File: src/sv/rap_pkg.sv
package rap_pkg;

  // rtp header geometry
  localparam logic [15:0] HdrLen      = 16'd12;
  localparam logic [3:0]  PayloadIdx  = 4'd12;
  localparam logic [7:0]  VersionByte = 8'h80;

  // configuration register map (word index)
  localparam logic [1:0] RegSsrc = 2'd0;
  localparam logic [1:0] RegPt   = 2'd1;
  localparam logic [1:0] RegMps  = 2'd2;

  localparam logic [15:0] MpsReset = 16'd1500;

  // command queue between front and back
  localparam int unsigned QDepth = 4;
  localparam int unsigned QAw    = $clog2(QDepth);
  localparam int unsigned QCw    = $clog2(QDepth + 1);

  // one accepted item after classification
  typedef struct packed {
    logic [7:0]  data;
    logic        hdr;
    logic        marker;
    logic [15:0] seq;
    logic [31:0] ts;
    logic        pkt_end;
    logic        frm_end;
  } cmd_t;

endpackage

File: src/sv/rap_front.sv
module rap_front (
  input  logic                clk_i,
  input  logic                rst_ni,
  input  logic [15:0]         max_packet_size_i,
  input  logic                in_valid_i,
  output logic                in_ready_o,
  input  logic [7:0]          sample_byte_i,
  input  logic                frame_first_i,
  input  logic [15:0]         frame_length_i,
  input  logic [31:0]         frame_timestamp_i,
  input  logic                q_full_i,
  output logic                push_o,
  output rap_pkg::cmd_t       cmd_o
);

  logic [15:0] seq_q, seq_d;
  logic [31:0] ts_q, ts_d;
  logic [15:0] frm_left_q, frm_left_d;
  logic [15:0] pkt_left_q, pkt_left_d;

  logic        accept;
  logic [15:0] fl, pl, lim, chunk, pl_eff;
  logic [31:0] ts_cur;
  logic        open_pkt;

  assign in_ready_o = !q_full_i;
  assign accept     = in_valid_i && !q_full_i;

  // per-item classification and state update
  always_comb begin
    fl       = frame_first_i ? frame_length_i : frm_left_q;
    pl       = frame_first_i ? 16'd0 : pkt_left_q;
    ts_cur   = frame_first_i ? frame_timestamp_i : ts_q;
    lim      = (max_packet_size_i > rap_pkg::HdrLen) ?
               (max_packet_size_i - rap_pkg::HdrLen) : 16'd1;
    chunk    = (lim < fl) ? lim : fl;
    open_pkt = (pl == 16'd0);
    pl_eff   = open_pkt ? chunk : pl;

    seq_d      = seq_q;
    ts_d       = ts_q;
    frm_left_d = frm_left_q;
    pkt_left_d = pkt_left_q;
    push_o     = 1'b0;

    if (accept) begin
      if (fl == 16'd0) begin
        frm_left_d = fl;
        pkt_left_d = pl;
        ts_d       = ts_cur;
      end else begin
        push_o     = 1'b1;
        frm_left_d = fl - 16'd1;
        pkt_left_d = pl_eff - 16'd1;
        if (open_pkt) begin
          seq_d = seq_q + 16'd1;
          ts_d  = ts_cur + {16'd0, chunk};
        end else begin
          ts_d = ts_cur;
        end
      end
    end

    cmd_o.data    = sample_byte_i;
    cmd_o.hdr     = open_pkt;
    cmd_o.marker  = (chunk == fl);
    cmd_o.seq     = seq_q;
    cmd_o.ts      = ts_cur;
    cmd_o.pkt_end = (pl_eff == 16'd1);
    cmd_o.frm_end = (fl == 16'd1);
  end

  // packetizer state
  always_ff @(posedge clk_i or negedge rst_ni) begin
    if (!rst_ni) begin
      seq_q      <= '0;
      ts_q       <= '0;
      frm_left_q <= '0;
      pkt_left_q <= '0;
    end else begin
      seq_q      <= seq_d;
      ts_q       <= ts_d;
      frm_left_q <= frm_left_d;
      pkt_left_q <= pkt_left_d;
    end
  end

endmodule

File: src/sv/rap_fifo.sv
module rap_fifo (
  input  logic          clk_i,
  input  logic          rst_ni,
  input  logic          push_i,
  input  rap_pkg::cmd_t wdata_i,
  input  logic          pop_i,
  output rap_pkg::cmd_t rdata_o,
  output logic          empty_o,
  output logic          full_o
);

  rap_pkg::cmd_t                 mem_q [rap_pkg::QDepth];
  logic [rap_pkg::QAw-1:0]       wr_ptr_q, rd_ptr_q;
  logic [rap_pkg::QCw-1:0]       count_q;
  logic                          do_push, do_pop;

  assign empty_o = (count_q == '0);
  assign full_o  = (count_q == rap_pkg::QCw'(rap_pkg::QDepth));
  assign do_push = push_i && !full_o;
  assign do_pop  = pop_i && !empty_o;
  assign rdata_o = mem_q[rd_ptr_q];

  // entry storage
  always_ff @(posedge clk_i) begin
    if (do_push) begin
      mem_q[wr_ptr_q] <= wdata_i;
    end
  end

  // pointers and fill count
  always_ff @(posedge clk_i or negedge rst_ni) begin
    if (!rst_ni) begin
      wr_ptr_q <= '0;
      rd_ptr_q <= '0;
      count_q  <= '0;
    end else begin
      if (do_push) begin
        wr_ptr_q <= wr_ptr_q + 1'b1;
      end
      if (do_pop) begin
        rd_ptr_q <= rd_ptr_q + 1'b1;
      end
      if (do_push && !do_pop) begin
        count_q <= count_q + 1'b1;
      end else if (do_pop && !do_push) begin
        count_q <= count_q - 1'b1;
      end
    end
  end

`ifndef SYNTHESIS
  a_no_overflow: assert property (@(posedge clk_i) disable iff (!rst_ni)
    full_o |-> !push_i)
    else $error("push into full queue");
  a_no_underflow: assert property (@(posedge clk_i) disable iff (!rst_ni)
    empty_o |-> !pop_i)
    else $error("pop from empty queue");
  a_count_range: assert property (@(posedge clk_i) disable iff (!rst_ni)
    count_q <= rap_pkg::QCw'(rap_pkg::QDepth))
    else $error("queue count out of range");
`endif

endmodule

File: src/sv/rap_back.sv
module rap_back (
  input  logic          clk_i,
  input  logic          rst_ni,
  input  logic [31:0]   ssrc_i,
  input  logic [6:0]    payload_type_i,
  input  rap_pkg::cmd_t head_i,
  input  logic          q_empty_i,
  output logic          pop_o,
  output logic          out_valid_o,
  input  logic          out_ready_i,
  output logic [7:0]    out_byte_o,
  output logic          packet_start_o,
  output logic          packet_end_o,
  output logic          frame_end_o,
  output logic          run_last_o
);

  rap_pkg::cmd_t cur_q, cur_d;
  logic          cur_valid_q, cur_valid_d;
  logic [3:0]    idx_q, idx_d;
  logic          out_valid_q, out_valid_d;
  logic [7:0]    byte_q, byte_d;
  logic          ps_q, pe_q, fe_q, rl_q;
  logic          load, is_pay;

  assign load   = cur_valid_q && (!out_valid_q || out_ready_i);
  assign is_pay = (idx_q == rap_pkg::PayloadIdx);
  assign pop_o  = !q_empty_i && (!cur_valid_q || (load && is_pay));

  // header and payload byte select
  always_comb begin
    case (idx_q)
      4'd0:    byte_d = rap_pkg::VersionByte;
      4'd1:    byte_d = {cur_q.marker, payload_type_i};
      4'd2:    byte_d = cur_q.seq[15:8];
      4'd3:    byte_d = cur_q.seq[7:0];
      4'd4:    byte_d = cur_q.ts[31:24];
      4'd5:    byte_d = cur_q.ts[23:16];
      4'd6:    byte_d = cur_q.ts[15:8];
      4'd7:    byte_d = cur_q.ts[7:0];
      4'd8:    byte_d = ssrc_i[31:24];
      4'd9:    byte_d = ssrc_i[23:16];
      4'd10:   byte_d = ssrc_i[15:8];
      4'd11:   byte_d = ssrc_i[7:0];
      default: byte_d = cur_q.data;
    endcase
  end

  // current command sequencing
  always_comb begin
    cur_d       = cur_q;
    cur_valid_d = cur_valid_q;
    idx_d       = idx_q;
    if (load) begin
      idx_d = idx_q + 4'd1;
      if (is_pay) begin
        cur_valid_d = 1'b0;
      end
    end
    if (pop_o) begin
      cur_d       = head_i;
      cur_valid_d = 1'b1;
      idx_d       = head_i.hdr ? 4'd0 : rap_pkg::PayloadIdx;
    end
    out_valid_d = load ? 1'b1 : (out_ready_i ? 1'b0 : out_valid_q);
  end

  always_ff @(posedge clk_i or negedge rst_ni) begin
    if (!rst_ni) begin
      cur_valid_q <= 1'b0;
      idx_q       <= '0;
      out_valid_q <= 1'b0;
    end else begin
      cur_valid_q <= cur_valid_d;
      idx_q       <= idx_d;
      out_valid_q <= out_valid_d;
    end
  end

  // payload registers
  always_ff @(posedge clk_i) begin
    cur_q <= cur_d;
    if (load) begin
      byte_q <= byte_d;
      ps_q   <= (idx_q == 4'd0);
      pe_q   <= is_pay && cur_q.pkt_end;
      fe_q   <= is_pay && cur_q.frm_end;
      rl_q   <= is_pay;
    end
  end

  assign out_valid_o    = out_valid_q;
  assign out_byte_o     = byte_q;
  assign packet_start_o = ps_q;
  assign packet_end_o   = pe_q;
  assign frame_end_o    = fe_q;
  assign run_last_o     = rl_q;

`ifndef SYNTHESIS
  a_idx_range: assert property (@(posedge clk_i) disable iff (!rst_ni)
    cur_valid_q |-> idx_q <= rap_pkg::PayloadIdx)
    else $error("byte index past payload");
  a_start_not_last: assert property (@(posedge clk_i) disable iff (!rst_ni)
    (out_valid_o && packet_start_o) |-> !run_last_o)
    else $error("header start flagged as last result");
  a_end_is_last: assert property (@(posedge clk_i) disable iff (!rst_ni)
    (out_valid_o && (packet_end_o || frame_end_o)) |-> run_last_o)
    else $error("end flag on a header byte");
`endif

endmodule

File: src/sv/rtp_audio_packetizer_top.sv
// an accepted payload item goes into the command queue, then the current-command
// register, then the output register, when queue and output register are empty
// throughput: one result byte per cycle at the output register while out_ready_i
// is high; an item that opens a packet yields 13 result bytes, any other item 1
// input is taken every cycle while the 4-entry command queue has room
// reset: async active low, clears all packet state; registers return to defaults
module rtp_audio_packetizer_top (
  input  logic        clk_i,
  input  logic        rst_ni,
  // apb configuration port
  input  logic        psel,
  input  logic        penable,
  input  logic        pwrite,
  input  logic [3:0]  paddr,
  input  logic [31:0] pwdata,
  output logic [31:0] prdata,
  output logic        pready,
  // input items
  input  logic        in_valid_i,
  output logic        in_ready_o,
  input  logic [7:0]  sample_byte_i,
  input  logic        frame_first_i,
  input  logic [15:0] frame_length_i,
  input  logic [31:0] frame_timestamp_i,
  // result items
  output logic        out_valid_o,
  input  logic        out_ready_i,
  output logic [7:0]  out_byte_o,
  output logic        packet_start_o,
  output logic        packet_end_o,
  output logic        frame_end_o,
  output logic        run_last_o
);

  logic [31:0]   ssrc_q;
  logic [6:0]    pt_q;
  logic [15:0]   mps_q;
  logic          cfg_wr;
  logic          push, pop, q_full, q_empty;
  rap_pkg::cmd_t push_cmd, head_cmd;

  assign pready = 1'b1;
  assign cfg_wr = psel && penable && pwrite;

  // configuration registers
  always_ff @(posedge clk_i or negedge rst_ni) begin
    if (!rst_ni) begin
      ssrc_q <= '0;
      pt_q   <= '0;
      mps_q  <= rap_pkg::MpsReset;
    end else if (cfg_wr) begin
      case (paddr[3:2])
        rap_pkg::RegSsrc: ssrc_q <= pwdata;
        rap_pkg::RegPt:   pt_q   <= pwdata[6:0];
        rap_pkg::RegMps:  mps_q  <= pwdata[15:0];
        default: ;
      endcase
    end
  end

  // register readback
  always_comb begin
    case (paddr[3:2])
      rap_pkg::RegSsrc: prdata = ssrc_q;
      rap_pkg::RegPt:   prdata = {25'd0, pt_q};
      rap_pkg::RegMps:  prdata = {16'd0, mps_q};
      default:          prdata = '0;
    endcase
  end

  rap_front u_front (
    .clk_i             (clk_i),
    .rst_ni            (rst_ni),
    .max_packet_size_i (mps_q),
    .in_valid_i        (in_valid_i),
    .in_ready_o        (in_ready_o),
    .sample_byte_i     (sample_byte_i),
    .frame_first_i     (frame_first_i),
    .frame_length_i    (frame_length_i),
    .frame_timestamp_i (frame_timestamp_i),
    .q_full_i          (q_full),
    .push_o            (push),
    .cmd_o             (push_cmd)
  );

  rap_fifo u_fifo (
    .clk_i   (clk_i),
    .rst_ni  (rst_ni),
    .push_i  (push),
    .wdata_i (push_cmd),
    .pop_i   (pop),
    .rdata_o (head_cmd),
    .empty_o (q_empty),
    .full_o  (q_full)
  );

  rap_back u_back (
    .clk_i          (clk_i),
    .rst_ni         (rst_ni),
    .ssrc_i         (ssrc_q),
    .payload_type_i (pt_q),
    .head_i         (head_cmd),
    .q_empty_i      (q_empty),
    .pop_o          (pop),
    .out_valid_o    (out_valid_o),
    .out_ready_i    (out_ready_i),
    .out_byte_o     (out_byte_o),
    .packet_start_o (packet_start_o),
    .packet_end_o   (packet_end_o),
    .frame_end_o    (frame_end_o),
    .run_last_o     (run_last_o)
  );

endmodule

File: config.mk
export PLATFORM = sky130hd
export DESIGN_NAME = rtp_audio_packetizer_top
export DESIGN_NICKNAME = d
export VERILOG_FILES = /design/src/sv/rap_pkg.sv /design/src/sv/rap_front.sv /design/src/sv/rap_fifo.sv /design/src/sv/rap_back.sv /design/src/sv/rtp_audio_packetizer_top.sv
export SDC_FILE = /design/constraint.sdc
export NUM_CORES = 1
export LEC_CHECK = 0
export BUFFER_PORTS_ARGS = -buffer_cell sky130_fd_sc_hd__buf_4
export CELL_PAD_IN_SITES_DETAIL_PLACEMENT = 1
export CELL_PAD_IN_SITES_GLOBAL_PLACEMENT = 1
export CORE_AREA = 2 2 275 277
export DETAILED_ROUTE_END_ITERATION = 10
export DIE_AREA = 0 0 277 279
export PLACE_DENSITY_LB_ADDON = 0.2
export SLEW_MARGIN = 20
export SYNTH_ARGS = -nofsm -noshare
export SYNTH_HDL_FRONTEND = slang
export SYNTH_HIERARCHICAL = 1
export SYNTH_SLANG_ARGS = --single-unit
File: constraint.sdc
create_clock -name clk_i -period 10.3 [get_ports clk_i]
set_input_delay 1.545 -clock clk_i [delete_from_list [all_inputs] [get_ports clk_i]]
set_output_delay 1.545 -clock clk_i [all_outputs]
set_load 0.02 [all_outputs]
# == Word level (Yosys, flattened, before mapping) ==
# Memory sizes are Yosys's and may differ from the RTL's.
# Cells that the tools add are included.
# word_totals
ff_bits,219
latch_bits,0
ramBits,240
romBits,0
inputBits,100
output_inout_bits,47
word_cells,116
memories,1
# classes
add_sub_neg,10
mul,0
n_div,0
magnitude_cmp,2
n_eq_ne,18
n_shift,0
mux,26
bitwise_logic,1
n_reduce_logical,34
# mem_list
memory,words,word_bits,rd,rd_clocked_by_memory_dff,write_ports,line,rtl
u_fifo.mem_q,4,60,1,0,1,rap_fifo.sv:12,rap_pkg::cmd_t mem_q [rap_pkg::QDepth];
# ops
operator,n
$mux W16,7
$mux W32,3
$pmux W32 S3,1
$pmux W8 S12,1
$add A32 B16 Y32,1
$eq A16 B1 Y1 const B,2
$logic_not A16 Y1,2
$sub A16 B1 Y16 const B,2
$eq A4 B4 Y1 const B,5
$add A16 B1 Y16 const B,1
$eq A16 B16 Y1,1
$eq A4 B3 Y1 const B,4
$gt A16 B4 Y1 const B,1
$lt A16 B16 Y1,1
$sub A16 B4 Y16 const B,1
$logic_and A1 B1 Y1,12
$mux W4,3
$mux W1,9
$eq A4 B2 Y1 const B,2
$reduce_and A2 Y1,4
$reduce_bool A2 Y1,4
$logic_not A1 Y1,6
$mux W3,2
$add A2 B1 Y2 const B,2
13 further kinds,14

# == Longest topological paths before layout ==
# Gate-level depths: netlist of the first run.
# logic_depth
depth_word,10
ltp_mapped,30
ltp_nobuf,27

# == Modules after synthesis ==
# The synthesis of the first run kept the hierarchy.
# modules_own_cells
module,instances,cells_each,area_each_um2,seq_area_each_um2
rap_fifo,1,350,9150.0,7382.1
rap_front,1,864,7119.3,2001.9
rap_back,1,219,3299.4,2282.2
rtp_audio_packetizer_top,1,182,2499.9,1385.1

# == Least setup slack after synthesis of the first run ==
# Ideal clock, no wire load.
# synth_timing
path_type,input port to flip-flop
start,input port frame_first_i
end,register u_front.ts_q[20]
setup_time_ns,0.125
arrival_ns,7.933
t_required_ns,10.175
slack_ns,2.243
path_stages,28
n_path_buf,7
cell_sequence,clkbuf_1 -> buf_2 -> buf_2 -> buf_2 -> buf_2 -> buf_1 -> mux2i_1 -> ha_1 -> nand4_1 -> nor4_1 -> nand2_1 -> o311ai_4 -> a21oi_1 -> buf_2 -> a21oi_1 -> ha_1 -> inv_1 -> fa_1 -> nor2b_1 -> o21ai_0 -> a21boi_0 -> o21ai_0 -> a21boi_0 -> o2111ai_1 -> a31oi_1 -> o2111ai_1 -> xnor2_1 -> mux2_2
# synth_via
elab_chain_cells,6
word_cells_on_any_way,10
classes_between,add/sub: 1; order compare: 1; mux: 6; reduce/logical: 2
# synth_lines
item,line,rtl
"start, declared",rtp_audio_packetizer_top.sv:22,"input logic frame_first_i,"
$mux W16,rap_front.sv:31,fl = frame_first_i ? frame_length_i : frm_left_q;
$lt A16 B16 Y1,rap_front.sv:36,chunk = (lim < fl) ? lim : fl;
$mux W16,rap_front.sv:36,
$add A32 B16 Y32,rap_front.sv:57,"ts_d = ts_cur + {16'd0, chunk};"
$mux W32,rap_front.sv:55,if (open_pkt) begin
$mux W32 *,rap_front.sv:47,if (fl == 16'd0) begin
"end signal, assigned",rap_front.sv:82,ts_q <= ts_d;
"end, declared",rap_front.sv:17,"logic [31:0] ts_q, ts_d;"
# Every way passes the cells marked *; elsewhere a longest branch is shown, timed or not.
# A chain may end at the register's enable or synchronous reset.

# == Worst setup path in the final report of the first run ==
# layout_timing
start,register mps_q[2]
end,register u_front.ts_q[25]
# layout_via
elab_chain_cells,7
word_cells_on_any_way,8
classes_between,add/sub: 2; order compare: 2; mux: 4
# layout_lines
item,line,rtl
"start, declared",rtp_audio_packetizer_top.sv:37,logic [15:0] mps_q;
"start signal, assigned",rtp_audio_packetizer_top.sv:50,mps_q <= rap_pkg::MpsReset;
"start signal, assigned",rtp_audio_packetizer_top.sv:55,rap_pkg::RegMps: mps_q <= pwdata[15:0];
$sub A16 B4 Y16 / $gt A16 B4 Y1 (equally long branches),"rap_front.sv:35, rap_front.sv:34",
$mux W16 *,rap_front.sv:34,lim = (max_packet_size_i > rap_pkg::HdrLen) ?
$lt A16 B16 Y1,rap_front.sv:36,
$mux W16 *,rap_front.sv:36,
$add A32 B16 Y32 *,rap_front.sv:57,
$mux W32 *,rap_front.sv:55,
$mux W32 *,rap_front.sv:47,
# Marked as above.

==> impl_metrics.csv, run 1 <==
group,metric,value,unit
status,status,"complete, no violations",
sta,fin_crit_sh,76.73,%
yosys,yosys_warnings,6,
power_and_ir_drop,p_seq_share,38.3,%
clocking,numCtsBuffers,51,
global_route,grt_max_degree,78,
sta,tns,0,ns
sta,rsz0062_at_grt,"false",
yosys,synth_area,0.02207,mm2
power_and_ir_drop,p_clk_share,25.7,%
layout,syn2layout_area_growth,17.48,%
global_route,grt_pass1_wl,96.57,mm
power_and_ir_drop,p_leak,0.009641,uW
power_and_ir_drop,p_int,4833,uW
sta,fmax,126.5,MHz
power_and_ir_drop,comb_power_share,36.0,%
drt,vias,13970,
die,die_area,0.07728,mm2
global_route,grt_overflow,0,
worst_hold_path,hp-class,"reg -> reg",
yosys,synth.avg_cell_area,13.66,um2
die,core_area,0.07407,mm2
yosys,yosys_register_bits,459,
critical_path,critPathKind,"reg -> reg",
die,die_h,279,um
critical_path,path_max_fanout,19,
yosys,ys_seq_area_share,59.14,%
sta,clock_skew,0.03064,ns
drt,wl_per_cell,23.10,um
sta,setup_viol,0,
clocking,clk_pin_slew,0.06,ns
drt,drt_iter0_markers,905,
clocking,htreeDepth,2,
drt,wirelength,64.11,mm
sta,slew_headroom,29.31,%
sta,min_period,7.903,ns
layout,final_common_cell,"edfxtp_1",
place,place_ws,1.981,ns
layout,antennaDiodeCount,0,
clocking,cts_setup_buffers,0,
place,place.gp.congestion,0.8730,
global_route,grt_use_total,16.55,%
layout,post-route-util,35.00,%
clocking,post_cts_resized,0,
die,start_util,29.79,%
power_and_ir_drop,peakVddDrop,0.0001349,V
power_and_ir_drop,finalPower,7587,uW
job,maxCapViolCount,0,
global_route,grt_pass1_vias,14970,
yosys,synthDistinctLibCells,85,
sta,final_hold_viol_count,0,
clocking,clkSinkCount,459,
layout,final_cell_mix,"edfxtp_1 (311), buf_4 (182), dfrtp_1 (139)",
power_and_ir_drop,power_switching,2754,uW
sta,worst_slew_pin_slew,1.060,ns
power_and_ir_drop,cellPowerDensity,292.6,mW/mm2
die,num_rows,100,
sta,slew_violations,0,
power_and_ir_drop,switching_share,36.30,%
clocking,cts_hold_buf,0,
yosys,netlist_instances,1615,
yosys,synth_edf_count,311,
yosys,synth-async-reset-ratio,32.24,%
critical_path,cp_data_arrival_time,8.37,ns
critical_path,crit_required,10.77,ns
clocking,clkLatencyLatePin,0.62,ns
global_route,antenna_found_initial,1,
die,ios,147,
critical_path,end_kind,"register",
clocking,cts_buffer_depth,3,
layout,n_fill_cell,7817,
sta,fin_hold_ws,0.4719,ns
clocking,cts-root-buf,"clkbuf_16",
place,io_buffers,143,
yosys,yosys_most_used_dff,"edfxtp_1",
yosys,syn-num-nets,1761,
layout,drive_above_1_share,25.36,%
drt,viasPerCell,5.035,
layout,final_nets,1909,
clocking,cts_tree,"yes",
drt,ant_nets,0,
die,die_w,277,um
drt,route.detailed.drc,0,
critical_path,start_kind,"register",
drt,drtPass1Iterations,5,
place,hpwl,44.05,mm
sta,worst_slack,2.397,ns
per-stage QoR:
stage | instances | area (um2)
after global routing | 2775 | 25930
after detailed placement | 2679 | 24110
after CTS | 2775 | 25920
after global placement | 2679 | 24110
after floorplan | 1615 | 22070
final | 2775 | 25930
per-layer routing:
layer  vias to the layer above  share of wire, %  track usage (%)
li1                       6393                 -                -
met1                      7219                47            23.14
met2                       290                47            26.84
met3                        67               4.6            2.686
met4                         2               1.9            4.097
met5                         -             0.017                0
synth_stat cells (all sizes together), types with 45 or more instances:
| cell | count | share of area [%] |
|---|---|---|
| buf | 59 | 2.2 |
| o21ai | 81 | 1.8 |
| mux4 | 60 | 6.2 |
| inv | 45 | 0.77 |
| nor2 | 92 | 1.6 |
| dfrtp | 141 | 16 |
| mux2i | 58 | 2.6 |
| xnor2 | 60 | 2.4 |
| edfxtp | 311 | 42 |
| a21oi | 51 | 1.2 |
| nand2 | 129 | 2.2 |
| mux2 | 90 | 4.6 |
power groups by stage:
stage | clock network, uW | logic [uW] | registers [uW]
floorplan | 0 | 1980 | 2810
global placement | 0 | 2710 | 2930
detailed placement | 0 | 2760 | 2960
CTS | 2020 | 2770 | 2920
global route | 2090 | 3010 | 2970
finish | 1950 | 2730 | 2910
worst max-delay path, stage by stage, from the launching register on:
cell and delay, ns:
dfstp_2 0.46, ha_1 0.35, o21a_1 0.14, nor2_1 0.64
nor2_1 0.08, mux2i_1 0.44, inv_1 0.22, ha_1 0.35
nand4_1 0.18, nor4_2 0.30, buf_4 0.25, nand2_1 0.12
o311ai_4 0.55, a21o_1 0.60, buf_4 0.35, nor2_1 0.08
a21oi_1 0.21, ha_1 0.22, and3_1 0.26, and3_1 0.17
nand3_1 0.11, a31oi_1 0.28, o21ai_0 0.22, and2_1 0.25
nor4_1 0.52, mux2i_1 0.29, o211ai_1 0.11
final timing paths:
| kind | cells past startpoint | endpoint | slack (ns) | startpoint |
|---|---|---|---|---|
| hold / removal | 2 | u_front/frm_left_q[2]$_DFFE_PN0P_ | 0.47 | u_front/frm_left_q[2]$_DFFE_PN0P_ |
| min in group asynchronous | 1 | u_front/ts_q[29]$_DFFE_PN0P_ | 0.88 | rst_ni |
| hold reg to reg | 2 | u_front/frm_left_q[2]$_DFFE_PN0P_ | 0.47 | u_front/frm_left_q[2]$_DFFE_PN0P_ |
| max in group asynchronous | 3 | pt_q[6]$_DFFE_PN0P_ | 7.47 | rst_ni |
| setup / recovery | 26 | u_front/ts_q[25]$_DFFE_PN0P_ | 2.40 | mps_q[2]$_DFFE_PN1P_ |
| setup reg to reg | 26 | u_front/ts_q[25]$_DFFE_PN0P_ | 2.40 | mps_q[2]$_DFFE_PN1P_ |
flip-flops by register name, summed over array words and instances (netlist names), 16 cells and up:
| signal | flops |
|---|---|
| u_fifo/mem_q | 240 |
| u_back/cur_q | 59 |
| u_front/frm_left_q | 16 |
| ssrc_q | 32 |
| u_front/pkt_left_q | 16 |
| u_front/seq_q | 16 |
| mps_q | 16 |
| u_front/ts_q | 32 |
layout make-up:
cell class | instances | area (um2) | area share (%)
Timing Repair Buffer | 183 | 1378 | 5.313
Tap cell | 969 | 1212 | 4.676
Clock buffer | 68 | 1400 | 5.400
Clock inverter | 28 | 415.4 | 1.602
Sequential cell | 459 | 13060 | 50.36
Inverter | 45 | 168.9 | 0.6515
Multi-Input combinational cell | 1023 | 8295 | 32.00
cells by family after synthesis:
family	Yosys count	synth area share, %
adder cells (fa/ha/maj)	46	2.676
AND/OR/NAND/NOR	406	9.145
flip-flops	459	59.14
AO/OA/AOI/OAI	270	8.556
other	1	0.01699
multiplexers	208	13.40
buffers and inverters	133	3.419
XOR/XNOR	92	3.651
Note: power is estimated with default switching activity, not from simulation.
==> run 2: changes to the inputs <==
--- a/config.mk
+++ b/config.mk
@@ -5,12 +5,13 @@
 export SDC_FILE = /design/constraint.sdc
 export NUM_CORES = 1
 export LEC_CHECK = 0
+export ABC_AREA = 1
 export BUFFER_PORTS_ARGS = -buffer_cell sky130_fd_sc_hd__buf_4
 export CELL_PAD_IN_SITES_DETAIL_PLACEMENT = 1
 export CELL_PAD_IN_SITES_GLOBAL_PLACEMENT = 1
-export CORE_AREA = 2 2 275 277
+export CORE_AREA = 2 2 287 289
 export DETAILED_ROUTE_END_ITERATION = 10
-export DIE_AREA = 0 0 277 279
+export DIE_AREA = 0 0 289 291
 export PLACE_DENSITY_LB_ADDON = 0.2
 export SLEW_MARGIN = 20
 export SYNTH_ARGS = -nofsm -noshare
==> constraint.sdc (replaced) <==
create_clock -name clk_i -period 7 [get_ports clk_i]
set_input_delay 1.05 -clock clk_i [delete_from_list [all_inputs] [get_ports clk_i]]
set_output_delay 1.05 -clock clk_i [all_outputs]
set_load 0.02 [all_outputs]
==> run 2 against run 1 <==
  * Synthesized area increased by 9.1%
  * Routed wire length increased by 15%
  * Non-clock buffer count decreased by 5
  * Combinational power increased by 53%
  * Register-to-register slack got worse by 1.6 ns
  * Sequential share of layout area decreased by 3.4 points
  * Flip-flop and latch count unchanged
  * Power increased by 46%
  * Design area increased by 7.3%
  * Via count increased by 31%
  * Worst setup slack got worse by 1.6 ns
  * Critical endpoint is now u_front/ts_q[27]$_DFFE_PN0P_
  * Largest cell class unchanged
==> impl_metrics.csv, run 2 <==
group,metric,value,unit
critical_path,crit_required,7.49,ns
yosys,yosys_register_bits,459,
power_and_ir_drop,peakVddDrop,0.0001908,V
die,ios,147,
critical_path,critPathKind,"reg -> reg",
clocking,cts_hold_buf,0,
yosys,synthDistinctLibCells,65,
yosys,yosysTopAreaCellShare,38.79,%
layout,largest_reg_flops,240,
power_and_ir_drop,cellPowerDensity,398.7,mW/mm2
drt,ant_nets,0,
place,place.gp.congestion,0.8646,
drt,drt_iter0_markers,982,
critical_path,crit_top_cell,"nand2_1",
yosys,synth-async-reset-ratio,32.24,%
yosys,netlist_instances,2599,
global_route,grt_use_total,17.63,%
layout,final_nets,2865,
die,die_area,0.08410,mm2
yosys,ys_top_cells_by_count,"nand2_1 (796), inv_1 (323), edfxtp_1 (311), nand3_1 (148), nor2_1 (147)",
sta,rsz0062_at_grt,"false",
layout,largest-register,"u_fifo/mem_q",
die,start_util,29.65,%
layout,regArea,0.01305,mm2
yosys,synth_edf_count,311,
sta,fin_crit_sh,87.91,%
worst_hold_path,hp-class,"in -> async",
layout,antennaDiodeCount,0,
sta,slew_violations,0,
critical_path,start_kind,"register",
yosys,yosys_most_used_dff,"edfxtp_1",
yosys,synth_top_area_cell,"edfxtp_1",
drt,drtPass1Iterations,5,
layout,final_cell_mix,"nand2_1 (795), inv_1 (322), edfxtp_1 (311)",
sta,worst_slew_pin_slew,1.071,ns
sta,tns,0,ns
yosys,synth_area,0.02407,mm2
die,num_rows,105,
yosys,syn-num-nets,2745,
critical_path,crit_start,"mps_q[2]$_DFFE_PN1P_",
clocking,htreeDepth,2,
sta,final_hold_viol_count,0,
critical_path,cp_data_arrival_time,6.64,ns
place,dpl_cell_area,0.02603,mm2
layout,post-route-util,34.27,%
clocking,clkLatencyLatePin,0.62,ns
global_route,grt_overflow,0,
clocking,post_cts_resized,0,
layout,syn2layout_area_growth,15.57,%
yosys,synth.avg_cell_area,9.263,um2
layout,n_fill_cell,9337,
yosys,ys_seq_area_share,54.21,%
sta,clock_skew,0.02474,ns
critical_path,worstReg2RegStart,"mps_q[2]$_DFFE_PN1P_",
die,core_area,0.08119,mm2
yosys,yosys.cell_count.top_type,"nand2_1",
drt,route.detailed.drc,0,
global_route,grt_pass1_wl,114.8,mm
layout,final_common_cell,"nand2_1",
die,die_h,291,um
global_route,grt_pass1_vias,19370,
sta,fmax,162.5,MHz
layout,top_regs,"u_fifo/mem_q (240), u_back/cur_q (59)",
status,status,"complete, no violations",
job,maxCapViolCount,0,
layout,final_area,0.02782,mm2
clocking,cts_setup_buffers,0,
layout,drive_above_1_share,17.13,%
clocking,numCtsBuffers,51,
sta,setup_viol,0,
drt,viasPerCell,4.772,
die,die_w,289,um
clocking,cts_buffer_depth,3,
drt,wl_per_cell,19.29,um
yosys,ys_top_cells_by_area,"edfxtp_1 (39%), dfrtp_1 (15%), nand2_1 (12%), inv_1 (5.0%), o211ai_2 (3.8%)",
clocking,clk_pin_slew,0.06,ns
critical_path,path_max_fanout,18,
clocking,clkSinkCount,459,
critical_path,end_kind,"register",
global_route,grt_max_degree,117,
sta,min_period,6.154,ns
drt,vias,18290,
clocking,cts_tree,"yes",
place,hpwl,52.12,mm
layout,multi_input_area,0.008999,mm2
place,io_buffers,143,
power_and_ir_drop,p_leak,0.01243,uW
drt,wirelength,73.92,mm
global_route,antenna_found_initial,0,
yosys,yosys_warnings,6,
clocking,cts-root-buf,"clkbuf_16",
critical_path,cpPeakStageDelay,0.58,ns
critical_path,cp_slowest_cell,"dfstp_2",
sta,slew_headroom,27.87,%
==> run 2: changes by cell type after synthesis, sizes merged, moves of 49 or more <==
cell and delta:
nand2 +709, inv +297, xnor2 -49, o211ai +121, mux2 -90, nor2 +77
nand3 +130, mux2i -57, mux4 -60
==> run 2: routing by layer <==
metal	up-vias	GRT usage, %	share of wire, %	wire length, um
li1	8780	-	-	-
met1	9135	24.30	47	34780
met2	273	29.22	47	35010
met3	100	1.928	3.0	2235
met4	0	4.865	2.6	1893
met5	-	0	0	0
==> run 2: cell type report <==
class                      count  area share, %
clock buffer                  58          4.758
clock inverter                38          1.700
inverter                     343          4.659
multi-input combinational   1686          32.34
sequential                   459          46.91
tap                         1070          4.812
timing repair buffer         178          4.816
==> run 2: kinds of logic after synthesis <==
group | count (synthesis) | synth area share, %
other cells | 1 | 0.01558
compound gates | 339 | 10.40
mux | 1 | 0.05716
simple gates | 1250 | 22.53
xor+xnor | 49 | 1.783
fa+ha+maj | 46 | 2.453
flops | 459 | 54.21
buf+inv | 454 | 8.544
==> run 2: path summary, 6_finish.rpt <==
path / end / slack, ns / cells after the start
worst max-delay path: u_front/ts_q[27]$_DFFE_PN0P_ / 0.85 / 32
worst min-delay path: ssrc_q[23]$_DFFE_PN0P_ / 0.35 / 1
worst max register to register: u_front/ts_q[27]$_DFFE_PN0P_ / 0.85 / 32
worst min register to register: u_front/ts_q[29]$_DFFE_PN0P_ / 0.48 / 2
max in group asynchronous: u_front/ts_q[24]$_DFFE_PN0P_ / 5.39 / 2
min in group clk_i: u_front/ts_q[29]$_DFFE_PN0P_ / 0.48 / 2
==> run 2: where the power goes <==
part	switching, uW	leakage (uW)	internal [uW]	total, uW
logic	2910	0.00694	1260	4170
clock network	1160	0.000868	1730	2890
registers	320	0.00462	3710	4030
==> run 2: metrics by stage <==
step	instances	worst slack (ns)	hold WS (ns)	power [uW]
detailed placement	3736	0.7170	0.4688	8294
finish	3832	0.8463	0.3450	11090
floorplan	2599	1.653	0.4438	6964
CTS	3832	0.8049	0.3182	11260
global route	3832	0.1596	0.3552	11880
global placement	3736	0.7367	0.4590	8144
==> run 2: critical path: cells and delay by family, from the launching register on <==
kind            cells  cell delay, ns
flops               1            0.58
compound gates      9            2.09
simple gates       14            1.66
buf+inv             6            0.82
fa+ha+maj           3            0.87
